<file path="config.mk">
export PLATFORM = sky130hd
export DESIGN_NAME = sync_retry_backoff_scheduler_top_flat
export DESIGN_NICKNAME = d
export VERILOG_FILES = /design/src/hw/rtl/srbs_pkg.sv /design/src/hw/rtl/srbs_if.sv /design/src/hw/rtl/sync_retry_backoff_scheduler_top.sv /design/src/flat_wrapper.sv
export SDC_FILE = /design/constraint.sdc
export NUM_CORES = 2
export LEC_CHECK = 0
export BUFFER_PORTS_ARGS = -buffer_cell sky130_fd_sc_hd__buf_2
export CORE_MARGIN = 2
export CORE_UTILIZATION = 40
export CTS_CLUSTER_DIAMETER = 100
export CTS_CLUSTER_SIZE = 24
export DETAILED_ROUTE_END_ITERATION = 7
export GPL_TIMING_DRIVEN = 0
export PLACE_DENSITY = 0.67
export SETUP_SLACK_MARGIN = 0.4
export SLEW_MARGIN = 25
export SYNTH_ARGS = -nofsm -noshare
export SYNTH_HDL_FRONTEND = slang
export SYNTH_SLANG_ARGS = --single-unit
export TNS_END_PERCENT = 30
</file>
<file path="constraint.sdc">
create_clock -name clk -period 5.9 [get_ports clk]
set_input_delay 1.18 -clock clk [delete_from_list [all_inputs] [get_ports clk]]
set_output_delay 1.18 -clock clk [all_outputs]
set_load 0.01 [all_outputs]
</file>
<file path="src/hw/rtl/srbs_pkg.sv">
// shared widths, reset values and codes for the retry backoff scheduler
package srbs_pkg;

  localparam int TIME_W     = 32;
  localparam int TALLY_W    = 16;
  localparam int OPCODE_W   = 3;
  localparam int CFG_IDX_W  = 3;
  localparam int CFG_DATA_W = 32;

  localparam logic [TIME_W-1:0]  FLOOR_MS         = TIME_W'(1000);
  localparam logic [TIME_W-1:0]  NEVER            = '1;
  localparam logic [TIME_W-1:0]  RST_INTERVAL     = TIME_W'(3600000);
  localparam logic [TIME_W-1:0]  RST_RETRY_BASE   = TIME_W'(30000);
  localparam logic [TIME_W-1:0]  RST_RETRY_CAP    = TIME_W'(1800000);
  localparam logic [TIME_W-1:0]  RST_RELINK_GAP   = TIME_W'(60000);
  localparam logic [TIME_W-1:0]  RST_RETRY_DELAY  = TIME_W'(1000);
  localparam logic [TALLY_W-1:0] TALLY_MAX        = '1;

  typedef enum logic [OPCODE_W-1:0] {
    OP_TICK     = 3'd0,
    OP_LINK     = 3'd1,
    OP_SYNC_NOW = 3'd2,
    OP_RESULT   = 3'd3,
    OP_APPLY    = 3'd4
  } opcode_t;

  typedef enum logic [CFG_IDX_W-1:0] {
    REG_SYNC_ENABLED  = 3'd0,
    REG_SYNC_INTERVAL = 3'd1,
    REG_RETRY_BASE    = 3'd2,
    REG_RETRY_CAP     = 3'd3,
    REG_RELINK_GAP    = 3'd4
  } cfg_reg_t;

endpackage

</file>
<file path="src/hw/rtl/srbs_if.sv">
// valid/ready channel interfaces for events, status and configuration writes

interface srbs_evt_if;
  logic                            valid;
  logic                            ready;
  logic [srbs_pkg::OPCODE_W-1:0]   opcode;
  logic [srbs_pkg::TIME_W-1:0]     now_ms;
  logic                            flag;

  modport source (output valid, output opcode, output now_ms, output flag, input ready);
  modport sink   (input valid, input opcode, input now_ms, input flag, output ready);
endinterface

interface srbs_status_if;
  logic                            valid;
  logic                            ready;
  logic                            sync_request;
  logic [srbs_pkg::TIME_W-1:0]     since_last_sync;
  logic [srbs_pkg::TIME_W-1:0]     next_sync_in;
  logic [srbs_pkg::TALLY_W-1:0]    success_count;
  logic [srbs_pkg::TALLY_W-1:0]    failure_count;
  logic                            synced_ever;

  modport source (output valid, output sync_request, output since_last_sync,
                  output next_sync_in, output success_count, output failure_count,
                  output synced_ever, input ready);
  modport sink   (input valid, input sync_request, input since_last_sync,
                  input next_sync_in, input success_count, input failure_count,
                  input synced_ever, output ready);
endinterface

interface srbs_cfg_if;
  logic                              valid;
  logic                              ready;
  logic [srbs_pkg::CFG_IDX_W-1:0]    index;
  logic [srbs_pkg::CFG_DATA_W-1:0]   data;

  modport source (output valid, output index, output data, input ready);
  modport sink   (input valid, input index, input data, output ready);
endinterface

</file>
<file path="src/hw/rtl/sync_retry_backoff_scheduler_top.sv">
// sync scheduler with exponential retry backoff, one status request per event
// an accepted event's status is registered and offered in the cycle after it is taken
// throughput: one event per cycle unless status stalls; status frees itself as taken
// rst (synchronous, active high) loads the default settings, clears link,
// outstanding and history state and sets the retry delay to the floor
module sync_retry_backoff_scheduler_top (
  input  logic                 clk,
  input  logic                 rst,
  srbs_cfg_if.sink             cfg,
  srbs_evt_if.sink             evt,
  srbs_status_if.source        status
);

  localparam int TW = srbs_pkg::TIME_W;
  localparam int CW = srbs_pkg::TALLY_W;

  // staged settings, written by the configuration channel
  logic          sync_enabled;
  logic [TW-1:0] sync_interval;
  logic [TW-1:0] retry_base;
  logic [TW-1:0] retry_cap;
  logic [TW-1:0] relink_gap;

  // active settings, latched with their floors by an apply event
  logic          act_enabled,  act_enabled_next;
  logic [TW-1:0] act_interval, act_interval_next;
  logic [TW-1:0] act_base,     act_base_next;
  logic [TW-1:0] act_cap,      act_cap_next;
  logic [TW-1:0] act_gap,      act_gap_next;

  // scheduler state
  logic          link_usable,     link_usable_next;
  logic          awaiting_answer, awaiting_answer_next;
  logic          has_synced,      has_synced_next;
  logic [TW-1:0] last_sync_time,  last_sync_time_next;
  logic [TW-1:0] next_due_time,   next_due_time_next;
  logic [TW-1:0] retry_delay,     retry_delay_next;
  logic [CW-1:0] success_tally,   success_tally_next;
  logic [CW-1:0] failure_tally,   failure_tally_next;

  // status computed for the event in flight
  logic          req_next;
  logic [TW-1:0] since_next;
  logic [TW-1:0] until_next;
  logic [TW-1:0] due_diff_next;

  // clamped settings as an apply would latch them
  logic [TW-1:0] interval_cl;
  logic [TW-1:0] base_cl;
  logic [TW-1:0] cap_cl;

  // arithmetic on the current state
  logic [TW-1:0] since_cur;
  logic [TW-1:0] due_diff;
  logic [TW-1:0] gap_diff;
  logic          due_reached;
  logic          gap_reached;

  logic          evt_accept;
  logic          status_valid;

  // a deadline d is reached at now when (now - d) has its top bit clear;
  // in terms of diff = d - now that is diff zero, or top bit set but not alone
  function automatic logic reached_by_diff(input logic [TW-1:0] diff);
    return (diff == '0) || (diff[TW-1] && (diff[TW-2:0] != '0));
  endfunction

  // configuration writes are always taken; unknown indexes fall through
  assign cfg.ready = 1'b1;

  always_ff @(posedge clk) begin
    if (rst) begin
      sync_enabled  <= 1'b0;
      sync_interval <= srbs_pkg::RST_INTERVAL;
      retry_base    <= srbs_pkg::RST_RETRY_BASE;
      retry_cap     <= srbs_pkg::RST_RETRY_CAP;
      relink_gap    <= srbs_pkg::RST_RELINK_GAP;
    end else if (cfg.valid) begin
      case (cfg.index)
        srbs_pkg::REG_SYNC_ENABLED:  sync_enabled  <= cfg.data[0];
        srbs_pkg::REG_SYNC_INTERVAL: sync_interval <= cfg.data[TW-1:0];
        srbs_pkg::REG_RETRY_BASE:    retry_base    <= cfg.data[TW-1:0];
        srbs_pkg::REG_RETRY_CAP:     retry_cap     <= cfg.data[TW-1:0];
        srbs_pkg::REG_RELINK_GAP:    relink_gap    <= cfg.data[TW-1:0];
        default: ;
      endcase
    end
  end

  // floors: interval and base at least one second, cap at least the base
  assign interval_cl = (sync_interval < srbs_pkg::FLOOR_MS) ? srbs_pkg::FLOOR_MS
                                                            : sync_interval;
  assign base_cl     = (retry_base < srbs_pkg::FLOOR_MS) ? srbs_pkg::FLOOR_MS : retry_base;
  assign cap_cl      = (retry_cap < base_cl) ? base_cl : retry_cap;

  // wrap-aware time differences
  assign since_cur   = evt.now_ms - last_sync_time;
  assign due_diff    = next_due_time - evt.now_ms;
  assign gap_diff    = since_cur - act_gap;
  assign due_reached = reached_by_diff(due_diff);
  assign gap_reached = ~gap_diff[TW-1];

  // status register frees itself as the downstream takes it
  assign evt.ready  = ~status_valid | status.ready;
  assign evt_accept = evt.valid & evt.ready;

  always_comb begin
    act_enabled_next     = act_enabled;
    act_interval_next    = act_interval;
    act_base_next        = act_base;
    act_cap_next         = act_cap;
    act_gap_next         = act_gap;
    link_usable_next     = link_usable;
    awaiting_answer_next = awaiting_answer;
    has_synced_next      = has_synced;
    last_sync_time_next  = last_sync_time;
    next_due_time_next   = next_due_time;
    retry_delay_next     = retry_delay;
    success_tally_next   = success_tally;
    failure_tally_next   = failure_tally;
    req_next             = 1'b0;
    due_diff_next        = due_diff;
    since_next           = has_synced ? since_cur : srbs_pkg::NEVER;

    case (evt.opcode)
      srbs_pkg::OP_TICK: begin
        if (act_enabled && link_usable && !awaiting_answer && due_reached) begin
          awaiting_answer_next = 1'b1;
          req_next             = 1'b1;
        end
      end
      srbs_pkg::OP_LINK: begin
        // only a real change of link state does anything
        if (evt.flag != link_usable) begin
          link_usable_next = evt.flag;
          if (evt.flag) begin
            if (!has_synced) begin
              next_due_time_next = evt.now_ms;
              due_diff_next      = '0;
            end else if (gap_reached && !due_reached) begin
              // long enough away: pull the deadline in to now
              next_due_time_next = evt.now_ms;
              due_diff_next      = '0;
            end
          end
        end
      end
      srbs_pkg::OP_SYNC_NOW: begin
        next_due_time_next = evt.now_ms;
        due_diff_next      = '0;
      end
      srbs_pkg::OP_RESULT: begin
        // a result with nothing outstanding is dropped
        if (awaiting_answer) begin
          awaiting_answer_next = 1'b0;
          if (evt.flag) begin
            has_synced_next     = 1'b1;
            last_sync_time_next = evt.now_ms;
            if (success_tally != srbs_pkg::TALLY_MAX) begin
              success_tally_next = success_tally + CW'(1);
            end
            failure_tally_next = '0;
            retry_delay_next   = act_base;
            next_due_time_next = evt.now_ms + act_interval;
            due_diff_next      = act_interval;
            since_next         = '0;
          end else begin
            if (failure_tally != srbs_pkg::TALLY_MAX) begin
              failure_tally_next = failure_tally + CW'(1);
            end
            next_due_time_next = evt.now_ms + retry_delay;
            due_diff_next      = retry_delay;
            // double the delay, or stop at the cap
            retry_delay_next   = (retry_delay > (act_cap >> 1)) ? act_cap
                                                                : (retry_delay << 1);
          end
        end
      end
      srbs_pkg::OP_APPLY: begin
        act_enabled_next  = sync_enabled;
        act_interval_next = interval_cl;
        act_base_next     = base_cl;
        act_cap_next      = cap_cl;
        act_gap_next      = relink_gap;
        retry_delay_next  = base_cl;
        if (has_synced) begin
          next_due_time_next = last_sync_time + interval_cl;
          due_diff_next      = interval_cl - since_cur;
        end else begin
          next_due_time_next = evt.now_ms;
          due_diff_next      = '0;
        end
      end
      default: ;
    endcase

    // time to the next sync, from the state as it stands after the event
    if (!act_enabled_next || !link_usable_next) begin
      until_next = srbs_pkg::NEVER;
    end else if (awaiting_answer_next || reached_by_diff(due_diff_next)) begin
      until_next = '0;
    end else begin
      until_next = due_diff_next;
    end
  end

  always_ff @(posedge clk) begin
    if (rst) begin
      act_enabled     <= 1'b0;
      act_interval    <= srbs_pkg::RST_INTERVAL;
      act_base        <= srbs_pkg::RST_RETRY_BASE;
      act_cap         <= srbs_pkg::RST_RETRY_CAP;
      act_gap         <= srbs_pkg::RST_RELINK_GAP;
      link_usable     <= 1'b0;
      awaiting_answer <= 1'b0;
      has_synced      <= 1'b0;
      last_sync_time  <= '0;
      next_due_time   <= '0;
      retry_delay     <= srbs_pkg::RST_RETRY_DELAY;
      success_tally   <= '0;
      failure_tally   <= '0;
    end else if (evt_accept) begin
      act_enabled     <= act_enabled_next;
      act_interval    <= act_interval_next;
      act_base        <= act_base_next;
      act_cap         <= act_cap_next;
      act_gap         <= act_gap_next;
      link_usable     <= link_usable_next;
      awaiting_answer <= awaiting_answer_next;
      has_synced      <= has_synced_next;
      last_sync_time  <= last_sync_time_next;
      next_due_time   <= next_due_time_next;
      retry_delay     <= retry_delay_next;
      success_tally   <= success_tally_next;
      failure_tally   <= failure_tally_next;
    end
  end

  // status output register
  always_ff @(posedge clk) begin
    if (rst) begin
      status_valid <= 1'b0;
    end else if (evt_accept) begin
      status_valid <= 1'b1;
    end else if (status.ready) begin
      status_valid <= 1'b0;
    end
  end

  always_ff @(posedge clk) begin
    if (evt_accept) begin
      status.sync_request    <= req_next;
      status.since_last_sync <= since_next;
      status.next_sync_in    <= until_next;
      status.success_count   <= success_tally_next;
      status.failure_count   <= failure_tally_next;
      status.synced_ever     <= has_synced_next;
    end
  end

  assign status.valid = status_valid;

  // a granted tick leaves a request outstanding
  a_tick_sets_outstanding: assert property (@(posedge clk) disable iff (rst)
    evt_accept && req_next |=> awaiting_answer)
    else $error("tick granted a sync but no request is outstanding");

  // retry delay stays between the floor and the active cap
  a_retry_bounds: assert property (@(posedge clk) disable iff (rst)
    retry_delay >= srbs_pkg::FLOOR_MS && retry_delay <= act_cap)
    else $error("retry delay out of bounds");

  // only ticks may report a sync request
  a_req_only_on_tick: assert property (@(posedge clk) disable iff (rst)
    evt_accept && evt.opcode != srbs_pkg::OP_TICK |=> !status.sync_request)
    else $error("sync request reported for an event other than a tick");

  // a good sync is never forgotten
  a_synced_sticky: assert property (@(posedge clk) disable iff (rst)
    has_synced |=> has_synced)
    else $error("sync history lost");

endmodule
</file>
<file path="src/flat_wrapper.sv">
// flat-port wrapper written by rule: the top's interface ports become plain ports
module sync_retry_backoff_scheduler_top_flat 
  (clk, rst, cfg_valid, cfg_index, cfg_data, cfg_ready, evt_valid, evt_opcode, evt_now_ms, evt_flag, evt_ready, status_valid, status_sync_request, status_since_last_sync, status_next_sync_in, status_success_count, status_failure_count, status_synced_ever, status_ready);
  srbs_cfg_if cfg_i ();
  srbs_evt_if evt_i ();
  srbs_status_if status_i ();
  input  logic clk;
  input  logic rst;
  input wire logic [$bits(cfg_i.valid)-1:0] cfg_valid;
  input wire logic [$bits(cfg_i.index)-1:0] cfg_index;
  input wire logic [$bits(cfg_i.data)-1:0] cfg_data;
  output wire logic [$bits(cfg_i.ready)-1:0] cfg_ready;
  input wire logic [$bits(evt_i.valid)-1:0] evt_valid;
  input wire logic [$bits(evt_i.opcode)-1:0] evt_opcode;
  input wire logic [$bits(evt_i.now_ms)-1:0] evt_now_ms;
  input wire logic [$bits(evt_i.flag)-1:0] evt_flag;
  output wire logic [$bits(evt_i.ready)-1:0] evt_ready;
  output wire logic [$bits(status_i.valid)-1:0] status_valid;
  output wire logic [$bits(status_i.sync_request)-1:0] status_sync_request;
  output wire logic [$bits(status_i.since_last_sync)-1:0] status_since_last_sync;
  output wire logic [$bits(status_i.next_sync_in)-1:0] status_next_sync_in;
  output wire logic [$bits(status_i.success_count)-1:0] status_success_count;
  output wire logic [$bits(status_i.failure_count)-1:0] status_failure_count;
  output wire logic [$bits(status_i.synced_ever)-1:0] status_synced_ever;
  input wire logic [$bits(status_i.ready)-1:0] status_ready;
  assign cfg_i.valid = cfg_valid;
  assign cfg_i.index = cfg_index;
  assign cfg_i.data = cfg_data;
  assign cfg_ready = cfg_i.ready;
  assign evt_i.valid = evt_valid;
  assign evt_i.opcode = evt_opcode;
  assign evt_i.now_ms = evt_now_ms;
  assign evt_i.flag = evt_flag;
  assign evt_ready = evt_i.ready;
  assign status_valid = status_i.valid;
  assign status_sync_request = status_i.sync_request;
  assign status_since_last_sync = status_i.since_last_sync;
  assign status_next_sync_in = status_i.next_sync_in;
  assign status_success_count = status_i.success_count;
  assign status_failure_count = status_i.failure_count;
  assign status_synced_ever = status_i.synced_ever;
  assign status_i.ready = status_ready;
  sync_retry_backoff_scheduler_top u_core (.clk(clk), .rst(rst), .cfg(cfg_i), .evt(evt_i), .status(status_i));
endmodule
</file>
==> qor.yml <==
layout:
  drive_above_1_share_pct: 11.7
  nFillCells: 7845
  area_delta_synth_final_pct: 14.0
  multi_input_area_sq_mm: 0.0198
  seqCellArea_sq_mm: 0.0108
  final_cell_area_sq_mm: 0.0362
  nNetsFinal: 4595
clock_tree:
  numCtsBuffers: 28
  clock-sinks: 488
  cts_root_buffer: "clkbuf_16"
  tritoncts: "yes"
  cts_htree_levels: 1
  clkLatencyLatePin_ps: 640
  path_clk_slew_ps: 100
  clockBufferDepth: 3
logic_synthesis:
  ys_seq_area_share_pct: 33.9
  syn_avg_cell_area_sq_um: 7.89
  synth_nets: 4344
  ys_ff_latch: 488
  synth_edf_count: 98
  synth_cell_types: 106
  synth_area_sq_mm: 0.0317
  ys.flop_type: "dfxtp_1"
  ys.warnings.count: 0
  netlist_instances: 4024
  async_reset_ff_share_pct: 0
route:
  routed_wl_microns: 115000
  antenna_left: 0
  dr.pass1.iters: 5
  vias: 30500
  initialDrtViolationCount: 2642
  wire_per_inst_microns: 21.6
  vias_per_cell: 5.71
  drc: 0
sta:
  fmax_mhz: 154
  rsz0062_at_grt: "yes"
  post-route-min-period_ps: 6500
  hold_viol_final: 0
  tns_ps: -34320
  finalMaxSlewViolations: 0
  fin_crit_sh_pct: 110
  hold_slack_ps: 458
  setup_viol: 64
  slew_headroom_pct: 24.8
  tightest_slew_ps: 1130
  fin_ws_ps: -602
  fin_worst_skew_ps: 24.4
grt:
  grt-ovfl-total: 0
  grt_use_total_pct: 27.2
  grt_pass1_wl_microns: 171000
  antenna_found_initial: 3
  grt_pass1_vias: 28600
  grt_max_degree: 30
worst_setup_path:
  path_max_fanout: 7
  crit_arrival_ps: 6870
  critPathRequiredTime_ps: 6270
  timing.critical_path.from_type: "input pin"
  worstSetupEndpointType: "flip-flop"
  path_class: "in -> reg"
  slowest_stage: "fa_2"
  cp_common_cell: "a21oi_2"
  slowest_delay_ps: 360
placement:
  dp_hpwl_microns: 92300
  dp_slack_ps: -2810
  port-buffer-count: 171
  placed_cell_area_sq_mm: 0.0340
  place_congestion: 0.971
power_and_ir_drop:
  power.total_mw: 7.98
  vdd_drop_max_v: 0.000199
  power.density_mw_per_mm2: 221
  p_leak_nw: 14.0
job:
  maxCapViolCount: 0
outcome:
  run_status: "complete, but fails checks"
  violations: "negative setup slack"
floorplanning:
  die_area_sq_mm: 0.0816
  ios: 177
  die_w_microns: 286
  core_sq_mm: 0.0787
  rows: 103
  dieHeight_microns: 286
  start_util_pct: 40.3
min_path:
  hp-class: "reg -> reg"
[cell usage in the layout, fill, tap and decap left out, types with 66 or more instances in the layout]
master,instances
inv_1,229
a21oi_1,426
ha_1,235
dfxtp_1,390
xor2_1,66
o21ai_0,144
buf_2,178
clkbuf_1,196
nor2_1,287
nand2_1,728
xnor2_1,81
edfxtp_1,98
[synthesized netlist by cell type (30+ instances only)]
cell type	n	area share, %
clkbuf_1	204	2.4
o21ai_0	163	2.6
a21oi_1	434	6.8
a21o_1	65	1.5
nand3_1	58	0.91
nor3_1	53	0.84
nand3b_1	62	1.5
xor2_1	70	1.9
o21a_1	36	0.85
xnor2_1	89	2.5
nand2_1	730	8.6
nand2b_1	31	0.61
ha_1	239	9.4
a221oi_1	30	0.83
mux2i_1	65	2.0
and3_1	34	0.67
edfxtp_1	98	9.3
nand4_1	44	0.87
nor2_1	308	3.6
inv_1	233	2.8
dfxtp_1	390	25
o211ai_1	31	0.73
a211oi_1	82	1.9
[through the flow]
step / instances / utilization, %
after floorplan: 4024 / -
after global placement: 5245 / 43.1
after detailed placement: 5249 / 43.2
after CTS: 5332 / 45.6
after global routing: 5340 / 45.9
final: 5342 / 45.9
[critical path, delay by kind of cell]
family / cells / cell delay [ps]
compound gates: 18 / 2930
xor+xnor: 2 / 620
fa+ha+maj: 3 / 750
buf+inv: 6 / 550
simple gates: 5 / 810
[layer usage]
layer | track usage [%] | share of wire [%]
met3 | 3.11 | 7.3
met5 | 0 | 0.010
met1 | 36.0 | 42
met4 | 9.27 | 3.6
met2 | 45.9 | 47
[cells by family (layout without fill, tap and decap cells)]
kind of cell	after synthesis	after routing	share of synthesized area, %
DFF	488	488	33.9
and+or+nand+nor	1463	1464	20.8
adders and majority gates	248	248	9.87
muxes	94	94	3.08
AOI/OAI and AO/OA	1093	1093	22.0
other	1	3	0.0118
buffers and inverters	475	740	5.76
xor gates and xnor gates	162	162	4.58
[layout make-up]
class | count | area share (%)
sequential | 488 | 29.7
tap | 1050 | 3.63
clock buffer | 35 | 2.07
multi-input combinational | 3062 | 54.8
antenna | 2 | 0.0138
inverter | 234 | 2.46
clock inverter | 10 | 0.505
timing repair buffer | 220 | 3.86
buffer | 241 | 2.98
[what timing repair did]
item	CTS	global route
hold buffers	0	0
cloned	6	1
setup buffers	32	7
gates resized for setup	150	54
endpoints found under the setup margin	108	97
pin swaps	58	22
[power by group]
| group | switching, mW | internal [mW] |
|---|---|---|
| Sequential | 0.0718 | 3.48 |
| Combinational | 1.30 | 0.798 |
| Clock | 1.29 | 1.03 |
[worst paths after layout]
path                                 start                        endpoint  slack, ps  depth (start not counted)
setup / recovery             evt_now_ms[0]  u_core.status.next_sync_in[30]       -600                         34
hold / removal     u_core.act_interval[22]         u_core.act_interval[22]        460                          2
setup reg to reg  u_core.sync_interval[17]  u_core.status.next_sync_in[30]       -390                         24
hold reg to reg    u_core.act_interval[22]         u_core.act_interval[22]        460                          2
(Power assumes the default switching activity.)
